[config.mk]
export PLATFORM = sky130hd
export DESIGN_NAME = bptc_div_cell
export DESIGN_NICKNAME = d
export VERILOG_FILES = /design/src/hw/rtl/bptc_pkg.sv /design/src/hw/rtl/bptc_div_cell.sv
export SDC_FILE = /design/constraint.sdc
export NUM_CORES = 1
export LEC_CHECK = 0
export BUFFER_PORTS_ARGS = -buffer_cell sky130_fd_sc_hd__buf_4
export CAP_MARGIN = 20
export CORE_AREA = 2 2 203 205
export DETAILED_ROUTE_END_ITERATION = 10
export DIE_AREA = 0 0 205 207
export REMOVE_ABC_BUFFERS = 1
export SYNTH_ARGS = -nofsm -noshare
export SYNTH_HDL_FRONTEND = slang
export SYNTH_SLANG_ARGS = --single-unit
[constraint.sdc]
create_clock -name aclk -period 5.2 [get_ports aclk]
set_input_delay 0.78 -clock aclk [delete_from_list [all_inputs] [get_ports aclk]]
set_output_delay 0.78 -clock aclk [all_outputs]
set_load 0.01 [all_outputs]
[src/hw/rtl/bptc_pkg.sv]
// ============================================================================
// bptc_pkg - shared types for the barometric compensation pipeline
// Calibration register indexes, coefficient bundle and stage records.
// ============================================================================
package bptc_pkg;

    // calibration register indexes
    localparam logic [2:0] CAL_T1_T2 = 3'd0;
    localparam logic [2:0] CAL_T3_P1 = 3'd1;
    localparam logic [2:0] CAL_P2_P3 = 3'd2;
    localparam logic [2:0] CAL_P4_P5 = 3'd3;
    localparam logic [2:0] CAL_P6_P7 = 3'd4;
    localparam logic [2:0] CAL_P8_P9 = 3'd5;
    localparam int unsigned CAL_NUM  = 6;

    localparam int unsigned DIV_BITS = 64;

    typedef struct packed {
        logic [15:0] t1;
        logic [15:0] t2;
        logic [15:0] t3;
        logic [15:0] p1;
        logic [15:0] p2;
        logic [15:0] p3;
        logic [15:0] p4;
        logic [15:0] p5;
        logic [15:0] p6;
        logic [15:0] p7;
        logic [15:0] p8;
        logic [15:0] p9;
    } coef_t;

    // record handed from cell to cell along the divider
    typedef struct packed {
        logic        v;
        logic [31:0] tf;
        logic [31:0] tc;
        logic        ok;
        logic        neg;
        logic [63:0] d;
        logic [63:0] r;
        logic [63:0] q;
    } div_t;

    typedef struct packed {
        logic        v;
        logic [31:0] tf;
        logic [31:0] tc;
        logic [31:0] pq;
        logic        ok;
    } res_t;

endpackage

[src/hw/rtl/bptc_div_cell.sv]
// ============================================================================
// bptc_div_cell - one restoring division step
// Shifts one dividend bit into the remainder and settles one quotient bit.
// ============================================================================
module bptc_div_cell (
    input  logic           aclk,
    input  logic           aresetn,
    input  logic           en,
    input  bptc_pkg::div_t d_in,
    output bptc_pkg::div_t d_out
);
    import bptc_pkg::*;

    logic        v_reg;
    div_t        pay_reg;
    div_t        pay_next;
    logic [64:0] rsh;
    logic [64:0] diff;
    logic        ge;

    always_comb begin
        rsh        = {d_in.r, d_in.q[63]};
        diff       = rsh - {1'b0, d_in.d};
        ge         = !diff[64];
        pay_next   = d_in;
        pay_next.r = ge ? diff[63:0] : rsh[63:0];
        pay_next.q = {d_in.q[62:0], ge};
    end

    always_ff @(posedge aclk) begin
        if (!aresetn) begin
            v_reg <= 1'b0;
        end else if (en) begin
            v_reg <= d_in.v;
        end
    end

    always_ff @(posedge aclk) begin
        if (en) begin
            pay_reg <= pay_next;
        end
    end

    always_comb begin
        d_out   = pay_reg;
        d_out.v = v_reg;
    end

endmodule

==> metrics.txt <==
number of distinct standard cells referenced by the synthesized netlist=76; HPWL after DPL=34770 microns; clock latency on the worst-skew pair=0.54 ns; initial antenna violation count=4; flip-flop count of the largest register, all copies and words added=258; Via Count=10200; Worst Setup Slack post-DPL=0.5626 ns; critical path required time=5.47 ns; top fanout value on the critical path=22; number of post-CTS setup repair buffers=0; fraction of final layout cells sized beyond drive strength 1=37.92%; VDD IR max=0.0001922 V; worst setup margin=1.160 ns; final routed wire length divided by cell count=21.04 microns; most frequent cells in the layout=525 x sky130_fd_sc_hd__buf_4, 258 x sky130_fd_sc_hd__edfxtp_1, 85 x sky130_fd_sc_hd__inv_1, 76 x sky130_fd_sc_hd__a21oi_1, 64 x sky130_fd_sc_hd__ha_1; number of buffers added by the clock tree synthesis step=34; number of primary I/O pins=521; xor-xnor portion of the synthesized cell area=3.878%; initial cell density of the core=31.89%; portion of netlist area occupied by mux cells=5.588%; Startpoint Class=input port; standard cell core area=0.04037 sq mm; startpoint-to-endpoint class of the critical path=input port to flop; Syn Inst Count=1001; RSZ-0062 raised after global routing=false; via count normalized by instance count=4.883; Post-Route Skew=0 ns; Fillers=3762; hold slack final=0.4241 ns; Min Clock Period, post-route=4.040 ns; simple logic cell fraction of the synthesized area=7.600%; Slew HR=27.46%; buffer type at the clock tree root=sky130_fd_sc_hd__clkbuf_16; number of buffers inserted by hold repair at cts=0; weighted congestion reported at the end of routability-driven placement=0.9132; Synth Area in Compound Gates=12.29%; die footprint=0.04244 sq mm; primary flip-flop cell chosen by synthesis mapping=sky130_fd_sc_hd__edfxtp_1; CTS H-tree lvls=2; most frequent standard cell in the layout excluding fill and tap cells=sky130_fd_sc_hd__buf_4; total number of yosys warnings=0; sequential cell area fraction in the yosys report=60.33%; Resized Gates After CTS=0; summed instance area of the synthesized netlist=0.01287 sq mm; combinational family with the most area after synthesis=compound AO/OA/AOI/OAI gates; global-route wire length before repair=63490 microns; data arrival time at the worst-slack endpoint=4.31 ns; GR Overflow Total=0; Site Rows=74; clock sink count=259; DRT Pass-1 Iters=5; final-report setup violation count=0; Finished Core Util=45.65%; number of nets at the end of the flow=1859; total power divided by cell area=340.6 mW/mm^2; pin count of the biggest net entering global routing=115; Avg Cell Area, Syn=12.86 sq um; Hold Path Class=input port to flop; max-capacitance violation count=0; post-detailed-route DRC marker count=0; clk slew on worst S/H paths=0.06 ns; maximum buffer depth of the clock tree=3; post-route clock period utilization=77.69%; Synth-to-Final Area Change=43.12%; all-layer global routing usage=19.94%; Fin. Hold Viols=0; Antenna Violating Nets Remaining=0; number of register bits inferred by synthesis=259; max frequency=0.2475 GHz; number of max-slew violations in the final report=0; status=finished, final reports clean; number of synthesized flops with an enable pin=258; CTS tree=yes; share of flip-flops with an asynchronous set or reset=0%; detailed-route wire length=43960 microns; First DRT Iteration DRCs=594; die height=207 microns; Worst Setup End Kind=flop; number of I/O port buffers=520; slew at the pin closest to its max-slew limit=1.088 ns; Post-Route Setup TNS=0 ns; LEAKAGE=0.007998 uW; share of synthesized cell area in full adder, half adder and majority cells=6.375%; via count of the first global-routing pass=10270; die span in x=205 microns
==> through the flow <==
step | power [uW] | cells | area [sq um]
2_1_floorplan | 3338 | 967 | 12700
3_3_place_gp | 4091 | 2028 | 17380
3_5_place_dp | 4107 | 2028 | 17380
4_1_cts | 6367 | 2088 | 18420
5_1_grt | 6562 | 2089 | 18430
6_report | 6276 | 2089 | 18430
==> report_power, final <==
group	switching (uW)	internal (uW)	total [uW]
clock	930	1290	2220
combinational	738	686	1420
sequential	64.1	2560	2630
total	1730	4540	6280
==> critical path, stage by stage <==
cell and delay, ns:
sky130_fd_sc_hd__buf_4 0.09, sky130_fd_sc_hd__inv_1 0.03, sky130_fd_sc_hd__ha_1 0.41, sky130_fd_sc_hd__nand4_1 0.20, sky130_fd_sc_hd__or4_1 0.59, sky130_fd_sc_hd__or3_1 0.33, sky130_fd_sc_hd__o32a_1 0.22, sky130_fd_sc_hd__a21oi_2 0.21
sky130_fd_sc_hd__o21ai_1 0.12, sky130_fd_sc_hd__and2_4 0.20, sky130_fd_sc_hd__o211a_4 0.30, sky130_fd_sc_hd__inv_6 0.23, sky130_fd_sc_hd__buf_12 0.23, sky130_fd_sc_hd__mux2_1 0.34
==> cells in the mapped netlist, types with 4 or more instances <==
master | instances | area share, %
sky130_fd_sc_hd__nand2b_1 | 9 | 0.44
sky130_fd_sc_hd__edfxtp_1 | 258 | 60
sky130_fd_sc_hd__mux2_1 | 54 | 4.7
sky130_fd_sc_hd__or3_1 | 5 | 0.24
sky130_fd_sc_hd__a21boi_0 | 5 | 0.29
sky130_fd_sc_hd__o21ai_0 | 23 | 0.89
sky130_fd_sc_hd__and3_1 | 7 | 0.34
sky130_fd_sc_hd__a211oi_1 | 6 | 0.35
sky130_fd_sc_hd__nand3_1 | 10 | 0.39
sky130_fd_sc_hd__inv_1 | 85 | 2.5
sky130_fd_sc_hd__xnor2_1 | 34 | 2.3
sky130_fd_sc_hd__or2_1 | 4 | 0.19
sky130_fd_sc_hd__o21ai_1 | 15 | 0.58
sky130_fd_sc_hd__a211o_1 | 5 | 0.34
sky130_fd_sc_hd__nor2b_1 | 11 | 0.53
sky130_fd_sc_hd__ha_1 | 64 | 6.2
sky130_fd_sc_hd__xor2_1 | 23 | 1.6
sky130_fd_sc_hd__nor3_1 | 9 | 0.35
sky130_fd_sc_hd__mux2i_1 | 7 | 0.54
sky130_fd_sc_hd__buf_6 | 6 | 0.52
sky130_fd_sc_hd__a21o_1 | 32 | 1.9
sky130_fd_sc_hd__nor2_1 | 40 | 1.2
sky130_fd_sc_hd__clkbuf_1 | 24 | 0.70
sky130_fd_sc_hd__o211ai_1 | 4 | 0.23
sky130_fd_sc_hd__o31ai_1 | 5 | 0.29
sky130_fd_sc_hd__nand4_1 | 20 | 0.97
sky130_fd_sc_hd__nand2_1 | 62 | 1.8
sky130_fd_sc_hd__a31oi_1 | 7 | 0.34
sky130_fd_sc_hd__a21oi_1 | 76 | 3.0
sky130_fd_sc_hd__o21a_1 | 8 | 0.47
sky130_fd_sc_hd__o21bai_1 | 15 | 0.87
==> kinds of logic (layout without fill, tap and decap cells) <==
| group | Yosys count | count (layout) |
|---|---|---|
| flip-flops | 259 | 259 |
| AO/OA/AOI/OAI | 240 | 240 |
| adder cells (fa/ha/maj) | 65 | 65 |
| other | 0 | 1 |
| multiplexers | 64 | 64 |
| XOR/XNOR | 57 | 57 |
| buffers and inverters | 120 | 675 |
| AND/OR/NAND/NOR | 196 | 196 |
==> path summary, 6_finish.rpt <==
path	cells after the start	from	slack [ns]	end
worst max-delay path	14	d_in[146]	1.16	d_out[90]
worst min-delay path	1	d_in[34]	0.42	d_out[35]
worst max register to register	2	v_reg	4.58	v_reg
worst min register to register	2	v_reg	0.55	v_reg
==> per-layer routing <==
metal / GRT usage, % / up-vias / share of wire (%)
met2: 33.83 / 448 / 48
met1: 23.96 / 4854 / 40
met4: 8.559 / 6 / 3.5
li1: - / 4812 / -
met5: 0 / - / 0.10
met3: 4.893 / 81 / 8.0
==> cell type report <==
| class | count | area (sq um) | area share [%] |
|---|---|---|---|
| repair buffers | 529 | 4016 | 21.80 |
| clock inverters | 17 | 140.1 | 0.7605 |
| clock buffers | 43 | 905.9 | 4.916 |
| inverters | 86 | 327.8 | 1.779 |
| flip-flops and latches | 259 | 7767 | 42.15 |
| multi-input cells | 622 | 4601 | 24.97 |
| diodes | 1 | 2.502 | 0.01358 |
| well taps | 532 | 665.6 | 3.612 |
(Power assumes the default switching activity.)
